--- src/pcc_pkg.sv ---
// pcc_pkg: shared constants, step codes and controller/datapath interface structs
// for the pearson correlation block; no dependencies
package pcc_pkg;

   localparam int SampleBitsDefault = 16;
   localparam int MaxPairsDefault   = 1048576;

   localparam logic [15:0]    CandMax = 16'd32768;
   localparam logic [15:0]    OutMax  = 16'd32767;
   localparam logic [3:0]     BitTop  = 4'd15;

   typedef enum logic [3:0] {
      STEP_NSXY,
      STEP_SXSY,
      STEP_NSXX,
      STEP_SXSX,
      STEP_NSYY,
      STEP_SYSY,
      STEP_PROD,
      STEP_SQ,
      STEP_TEST
   } step_type;

   typedef struct packed {
      logic       accum;
      logic       clear;
      logic       mul_start;
      step_type   step;
      logic       prep;
      logic       m_clear;
      logic [3:0] bit_idx;
      logic       out_load;
   } cmd_type;

   typedef struct packed {
      logic mul_done;
      logic var_zero;
      logic cand_skip;
   } status_type;

endpackage

--- src/pcc_ctrl.sv ---
// pcc_ctrl: sequencer for accumulation, the finish multiplications and the result handshake
// depends on pcc_pkg
module pcc_ctrl (
   input  logic                clock,
   input  logic                reset,
   input  logic                req_valid,
   input  logic                req_last_sample,
   output logic                req_stall,
   output logic                rsp_valid,
   input  logic                rsp_stall,
   input  pcc_pkg::status_type status,
   output pcc_pkg::cmd_type    cmd
);
   import pcc_pkg::*;

   typedef enum logic [2:0] {
      S_ACC, S_ISSUE, S_WAIT, S_CHECK, S_PREP, S_SKIP, S_DONE
   } state_type;

   state_type  state_ff, state_in;
   step_type   step_ff, step_in;
   logic [3:0] bit_ff, bit_in;
   logic       rsp_valid_ff, rsp_valid_in;
   logic       held;

   assign held = rsp_valid_ff && rsp_stall;

   always_comb begin
      state_in     = state_ff;
      step_in      = step_ff;
      bit_in       = bit_ff;
      rsp_valid_in = held;
      cmd          = '0;
      cmd.step     = step_ff;
      cmd.bit_idx  = bit_ff;
      case (state_ff)
         S_ACC: begin
            if (req_valid) begin
               cmd.accum = 1'b1;
               if (req_last_sample) begin
                  step_in  = STEP_NSXY;
                  state_in = S_ISSUE;
               end
            end
         end
         S_ISSUE: begin
            cmd.mul_start = 1'b1;
            state_in      = S_WAIT;
         end
         S_WAIT: begin
            if (status.mul_done) begin
               case (step_ff)
                  STEP_SYSY: state_in = S_CHECK;
                  STEP_SQ: begin
                     cmd.m_clear = 1'b1;
                     bit_in      = BitTop;
                     state_in    = S_PREP;
                  end
                  STEP_TEST: begin
                     if (bit_ff == 4'd0) begin
                        state_in = S_DONE;
                     end else begin
                        bit_in   = bit_ff - 4'd1;
                        state_in = S_PREP;
                     end
                  end
                  default: begin
                     step_in  = step_type'(4'(step_ff) + 4'd1);
                     state_in = S_ISSUE;
                  end
               endcase
            end
         end
         S_CHECK: begin
            if (status.var_zero) begin
               state_in = S_DONE;
            end else begin
               step_in  = STEP_PROD;
               state_in = S_ISSUE;
            end
         end
         S_PREP: begin
            cmd.prep = 1'b1;
            state_in = S_SKIP;
         end
         S_SKIP: begin
            if (status.cand_skip) begin
               if (bit_ff == 4'd0) begin
                  state_in = S_DONE;
               end else begin
                  bit_in   = bit_ff - 4'd1;
                  state_in = S_PREP;
               end
            end else begin
               step_in  = STEP_TEST;
               state_in = S_ISSUE;
            end
         end
         S_DONE: begin
            if (!held) begin
               cmd.out_load = 1'b1;
               cmd.clear    = 1'b1;
               rsp_valid_in = 1'b1;
               state_in     = S_ACC;
            end
         end
         default: state_in = S_ACC;
      endcase
   end

   always_ff @(posedge clock) begin
      step_ff <= step_in;
      bit_ff  <= bit_in;
      if (reset) begin
         state_ff     <= S_ACC;
         rsp_valid_ff <= 1'b0;
      end else begin
         state_ff     <= state_in;
         rsp_valid_ff <= rsp_valid_in;
      end
   end

   assign req_stall = (state_ff != S_ACC);
   assign rsp_valid = rsp_valid_ff;

   a_load_free: assert property (@(posedge clock) disable iff (reset)
      cmd.out_load |-> !(rsp_valid_ff && rsp_stall))
      else $error("result loaded over a held response");

   a_last_starts: assert property (@(posedge clock) disable iff (reset)
      (req_valid && !req_stall && req_last_sample) |=> (state_ff == S_ISSUE))
      else $error("last request did not start the finish");

   a_done_in_wait: assert property (@(posedge clock) disable iff (reset)
      status.mul_done |-> (state_ff == S_WAIT))
      else $error("multiplier finished outside wait state");

endmodule
--- config.mk ---
export PLATFORM = sky130hd
export DESIGN_NAME = pcc_ctrl
export DESIGN_NICKNAME = d
export VERILOG_FILES = /design/src/pcc_pkg.sv /design/src/pcc_ctrl.sv
export SDC_FILE = /design/constraint.sdc
export NUM_CORES = 1
export LEC_CHECK = 0
export ABC_AREA = 0
export BUFFER_PORTS_ARGS = -buffer_cell sky130_fd_sc_hd__buf_2
export CAP_MARGIN = 10
export CORE_UTILIZATION = 45
export DETAILED_ROUTE_END_ITERATION = 8
export GPL_ROUTABILITY_DRIVEN = 0
export PLACE_DENSITY = 0.71
export SYNTH_ARGS = -nofsm -noshare
export SYNTH_HDL_FRONTEND = slang
export SYNTH_SLANG_ARGS = --single-unit
--- constraint.sdc ---
create_clock -name clock -period 1.86 [get_ports clock]
set_clock_uncertainty 0.05 [all_clocks]
set_input_delay 0.186 -clock clock [delete_from_list [all_inputs] [get_ports clock]]
set_output_delay 0.186 -clock clock [all_outputs]
set_load 0.01 [all_outputs]
; ---- Word-level counts from Yosys, hierarchy flattened
; Cells that the tools add are included.
[word_totals]
output_inout_bits = 16
reg_bits = 12
[op_classes]
muxes = 31
add_sub_neg = 2
n_eq_ne = 18
n_reduce_logical = 10
[op_table]
columns = operator, count
row1 = 4-bit two-way mux, 9
row2 = 3-bit case mux with 7 select lines, 1
row3 = 3-bit two-way mux, 6
row4 = "2-bit inequality test, second input constant", 8
row5 = 4-bit case mux with 2 select lines, 2
row6 = 4-bit case mux with 4 select lines, 1
row7 = 1-bit two-way mux, 10
row8 = "3-bit equality test, second input constant", 3
row9 = 3-bit case mux with 3 select lines, 1
row10 = "4-bit by 3-bit equality test with 1-bit output, second input constant", 2
row11 = 4-bit AND reduction, 2
row12 = 7-bit AND reduction, 1
row13 = "3-bit by 2-bit equality test with 1-bit output, second input constant", 2
row14 = "4-bit by 1-bit adder with 4-bit output, second input constant", 1
row15 = "4-bit equality test, second input constant", 1
row16 = 4-bit logical NOT, 1
row17 = 4-bit nonzero test, 1
row18 = "4-bit by 1-bit subtractor with 4-bit output, second input constant", 1
row19 = "3-bit by 1-bit equality test with 1-bit output, second input constant", 1
row20 = 3-bit logical NOT, 1
row21 = "3-bit by 1-bit inequality test with 1-bit output, second input constant", 1
row22 = 3-bit nonzero test, 1
row23 = 3-bit OR reduction, 1
row24 = 2-bit two-way mux, 1
row25 = 2 further kinds, 2

; ---- Longest topological paths before layout
[logic_depth]
depth_word = 5
mapped_depth = 6
ltp_nobuf = 6

; ---- Least setup slack after synthesis
; No wires, ideal clock.
[synth_path]
path_kind = register -> register
startpoint = register step_ff[0]
endpoint = register step_ff[0] (enable)
path_stages_with_launch = 6
required_ns = 1.501
setup_slack_ns = 0.064
t_arrival_ns = 1.437
period_less_slack_ns = 1.796
cell_sequence = edfxtp_1 -> ha_1 -> nor2b_1 -> a21boi_1 -> o21a_1 -> and3_1
[synth_between]
elab_chain_cells = 4
word_cells_on_any_way = 6
cone_classes = 4 x eq/ne / 2 x reduce/logical
[synth_rtl]
columns = item, line
row1 = start: declaration, pcc_ctrl.sv:21  ; step_type step_ff, step_in;
row2 = start signal: assignment, pcc_ctrl.sv:112  ; step_ff <= step_in;
row3 = 4-bit equality test or 4-bit by 3-bit equality test with 1-bit output (tied branches), pcc_ctrl.sv:52  ; case (step_ff)
row4 = 3-bit OR reduction (no source line) *, --
row5 = 2-bit inequality test (no source line) *, --
row6 = 7-bit AND reduction (no source line) *, --
; Every way passes the cells marked *; elsewhere a longest branch is shown, timed or not.
; A chain may end at the register's enable or synchronous reset.

; ---- Worst setup path in the final report
; Same ends and word-level chain as after synthesis.

==> flow_summary.ini <==
[run_status]
status = complete, no violations

[job]
cap_viol_max_count = 0

[critical_path]
worst-path-buf-inv = 1
r2r_setup_slack_ns = 0.08
worstPathArrival_ns = 1.71
slowest_stage = edfxtp_1
critPathMaxFanout = 6
critPathLaunchType = flip-flop
slowest_delay_ns = 0.47
regToRegStartpoint = step_ff[0]$_DFFE_PP_
r2r-end = step_ff[0]$_DFFE_PP_
crit_type = reg2reg
cp_cell_sequence = buf_4 > ha_1 > nand4b_1 > mux2i_1 > o21ai_0 > and3_2
ff2ff_path_depth = 6
required_ns = 1.80
cp_top_family = flip-flops
cp-end-kind = flip-flop

[floorplan]
start_util_pct = 48.39
io_pins = 24
fp.dieW_um = 45.32
die-area_um2 = 2054
die_h_um = 45.32
coreArea_um2 = 1745
rows = 15

[hold_path]
hold_path.startpoint = reset
hold_path_depth = 2
hold_path.class = in2reg
hold_end = state_ff[1]$_SDFFE_PP0P_

[finish]
register_area_um2 = 320.3
layoutNonFillerInstCount = 151
nets = 139
stdcell_area_um2 = 1041
final_util_pct = 59.64
layout_common_cells = buf_2, nand2_1, nor2_1, edfxtp_1, buf_4
fill_cells = 159
final_common_cell = buf_2
antenna_cells = 0
drive_gt1_share_pct = 29.37
syn2layout_area_growth_pct = 23.26
multi_input_area_um2 = 465.4

[timing]
period_needed_ns = 1.775
hold_viol = 0
max_slew.worst_pin.slew_ns = 0.2971
setup-violations-final = 0
rsz0062_at_grt = yes
fmax_ghz = 0.5633
hold_ws_ns = 0.07694
fin_crit_sh_pct = 95.44
maxSlewHeadroom_pct = 80.07
maxSlewViolCount = 0
tns_ns = 0

[clocking]
htreeDepth = 1
clkTransAtPathRegs_ns = 0.08
clk_latency_ns = 0.27
cts_sinks = 12
numCtsBuffers = 3
cts_tree = done
cts-root-buf = clkbuf_4
clk_path_buf_depth = 2

[global_route]
track_usage_pct = 18.81
grt_pass1_vias = 642
grt_pass1_wl_mm = 2.732
grt_overflow = 0
grt_max_degree = 14
antenna_found_initial = 0

[logic_synthesis]
syn_nets = 108
ys_ff_latch = 12
synth_edf_count = 8
synth-warning-count = 0
avgSynthCellArea_um2 = 8.798
ys_types = 36
ys_seq_area_share_pct = 37.93
async_reset_ff_share_pct = 0
synth_ff_type = edfxtp_1
synth_cells = 96
syn_area_um2 = 844.6

[drt]
final_antenna_net_count = 0
wl_mm = 1.797
via_count = 792
viasPerCell = 5.245
wl_per_cell_um = 11.90
dr.pass1.iters = 4
drt_iter0_drc = 36
drc_errors = 0

[place]
port_buffers = 23
placed_area_um2 = 1003
dp_hpwl_mm = 1.402
post-place-cells = 146

[power]
ir_worst_vdd_mv = 0.3751
p_leak_nw = 0.4469
cellPowerDensity_nw_per_um2 = 649.7
sequential cells by signal (all words and copies together), names as in the netlist:
name and flops:
step_ff 4, state_ff 3, rsp_valid 1, bit_ff 4
cell usage after synthesis (2+ instances only):
| cell | count | area [um2] |
|---|---|---|
| nand4b_1 | 2 | 17.52 |
| o21ai_1 | 3 | 15.01 |
| nand2b_1 | 3 | 18.77 |
| nor2b_1 | 2 | 12.51 |
| nor2_1 | 11 | 41.29 |
| nand3_1 | 6 | 30.03 |
| buf_2 | 2 | 10.01 |
| nand3b_1 | 4 | 30.03 |
| o21ai_0 | 2 | 10.01 |
| dfxtp_1 | 4 | 80.08 |
| buf_6 | 2 | 22.52 |
| a21oi_1 | 4 | 20.02 |
| xor2_1 | 2 | 17.52 |
| and3_1 | 3 | 18.77 |
| inv_1 | 6 | 22.52 |
| edfxtp_1 | 8 | 240.2 |
| ha_1 | 4 | 50.05 |
| nand2_1 | 10 | 37.54 |
what timing repair did:
action                                  4_1_cts  5_1_grt
gates resized for setup                       0        2
endpoints found under the setup margin        0        8
hold buffers                                  0        0
setup buffers                                 0        1
logic make-up (layout without fill, tap and decap cells):
kind of cell	after synthesis	count (layout)	share of synthesized area (%)
compound gates	20	20	16.15
xor+xnor	3	3	3.112
fa+ha+maj	4	4	5.926
buf+inv	11	41	7.407
flops	12	12	37.93
mux	1	1	1.185
simple gates	45	45	28.30
power by group:
group | internal, W | total (W) | switching [W]
sequential | 0.000306 | 0.000323 | 0.0000172
combinational | 0.0000847 | 0.000187 | 0.000102
clock | 0.0000830 | 0.000167 | 0.0000835
worst max path at each step:
stage                               startpoint                    to  slack (ns)  depth (start not counted)
after floorplan           step_ff[0]$_DFFE_PP_  step_ff[0]$_DFFE_PP_        0.06                          5
after global placement    step_ff[0]$_DFFE_PP_  step_ff[0]$_DFFE_PP_        0.10                          5
after detailed placement  step_ff[0]$_DFFE_PP_  step_ff[1]$_DFFE_PP_        0.06                          5
after CTS                 step_ff[0]$_DFFE_PP_   bit_ff[1]$_DFFE_PP_        0.04                          6
after global routing      step_ff[0]$_DFFE_PP_  step_ff[0]$_DFFE_PP_       -0.02                          5
final                     step_ff[0]$_DFFE_PP_  step_ff[0]$_DFFE_PP_        0.08                          6
worst reg2reg max path: cells and delay by family (launching register included):
kind,cells,cell delay [ns]
AO/OA/AOI/OAI,1,0.17
AND/OR/NAND/NOR,2,0.35
multiplexers,1,0.09
adder cells (fa/ha/maj),1,0.20
flip-flops,1,0.47
buffers and inverters,1,0.18
per-layer routing:
metal	global-route usage (%)	wire length, um
met1	24.94	890
met3	4.800	58
met2	30.14	833
met5	0	0
met4	5.455	14
metrics by stage:
step           power [W]  setup WS (ns)
4_1_cts        0.0006741        0.03865
6_report       0.0006764        0.08489
5_1_grt        0.0007154       -0.02156
3_3_place_gp   0.0005066         0.1002
3_5_place_dp   0.0005089        0.05782
2_1_floorplan  0.0004415        0.06428
final cells by class:
class	count	share of cell area (%)
multi-input cells	73	44.71
flip-flops and latches	12	30.77
repair buffers	31	16.83
well taps	25	3.005
clock buffers	4	2.524
inverters	6	2.163
No activity file was read; power rests on OpenSTA's default activity.
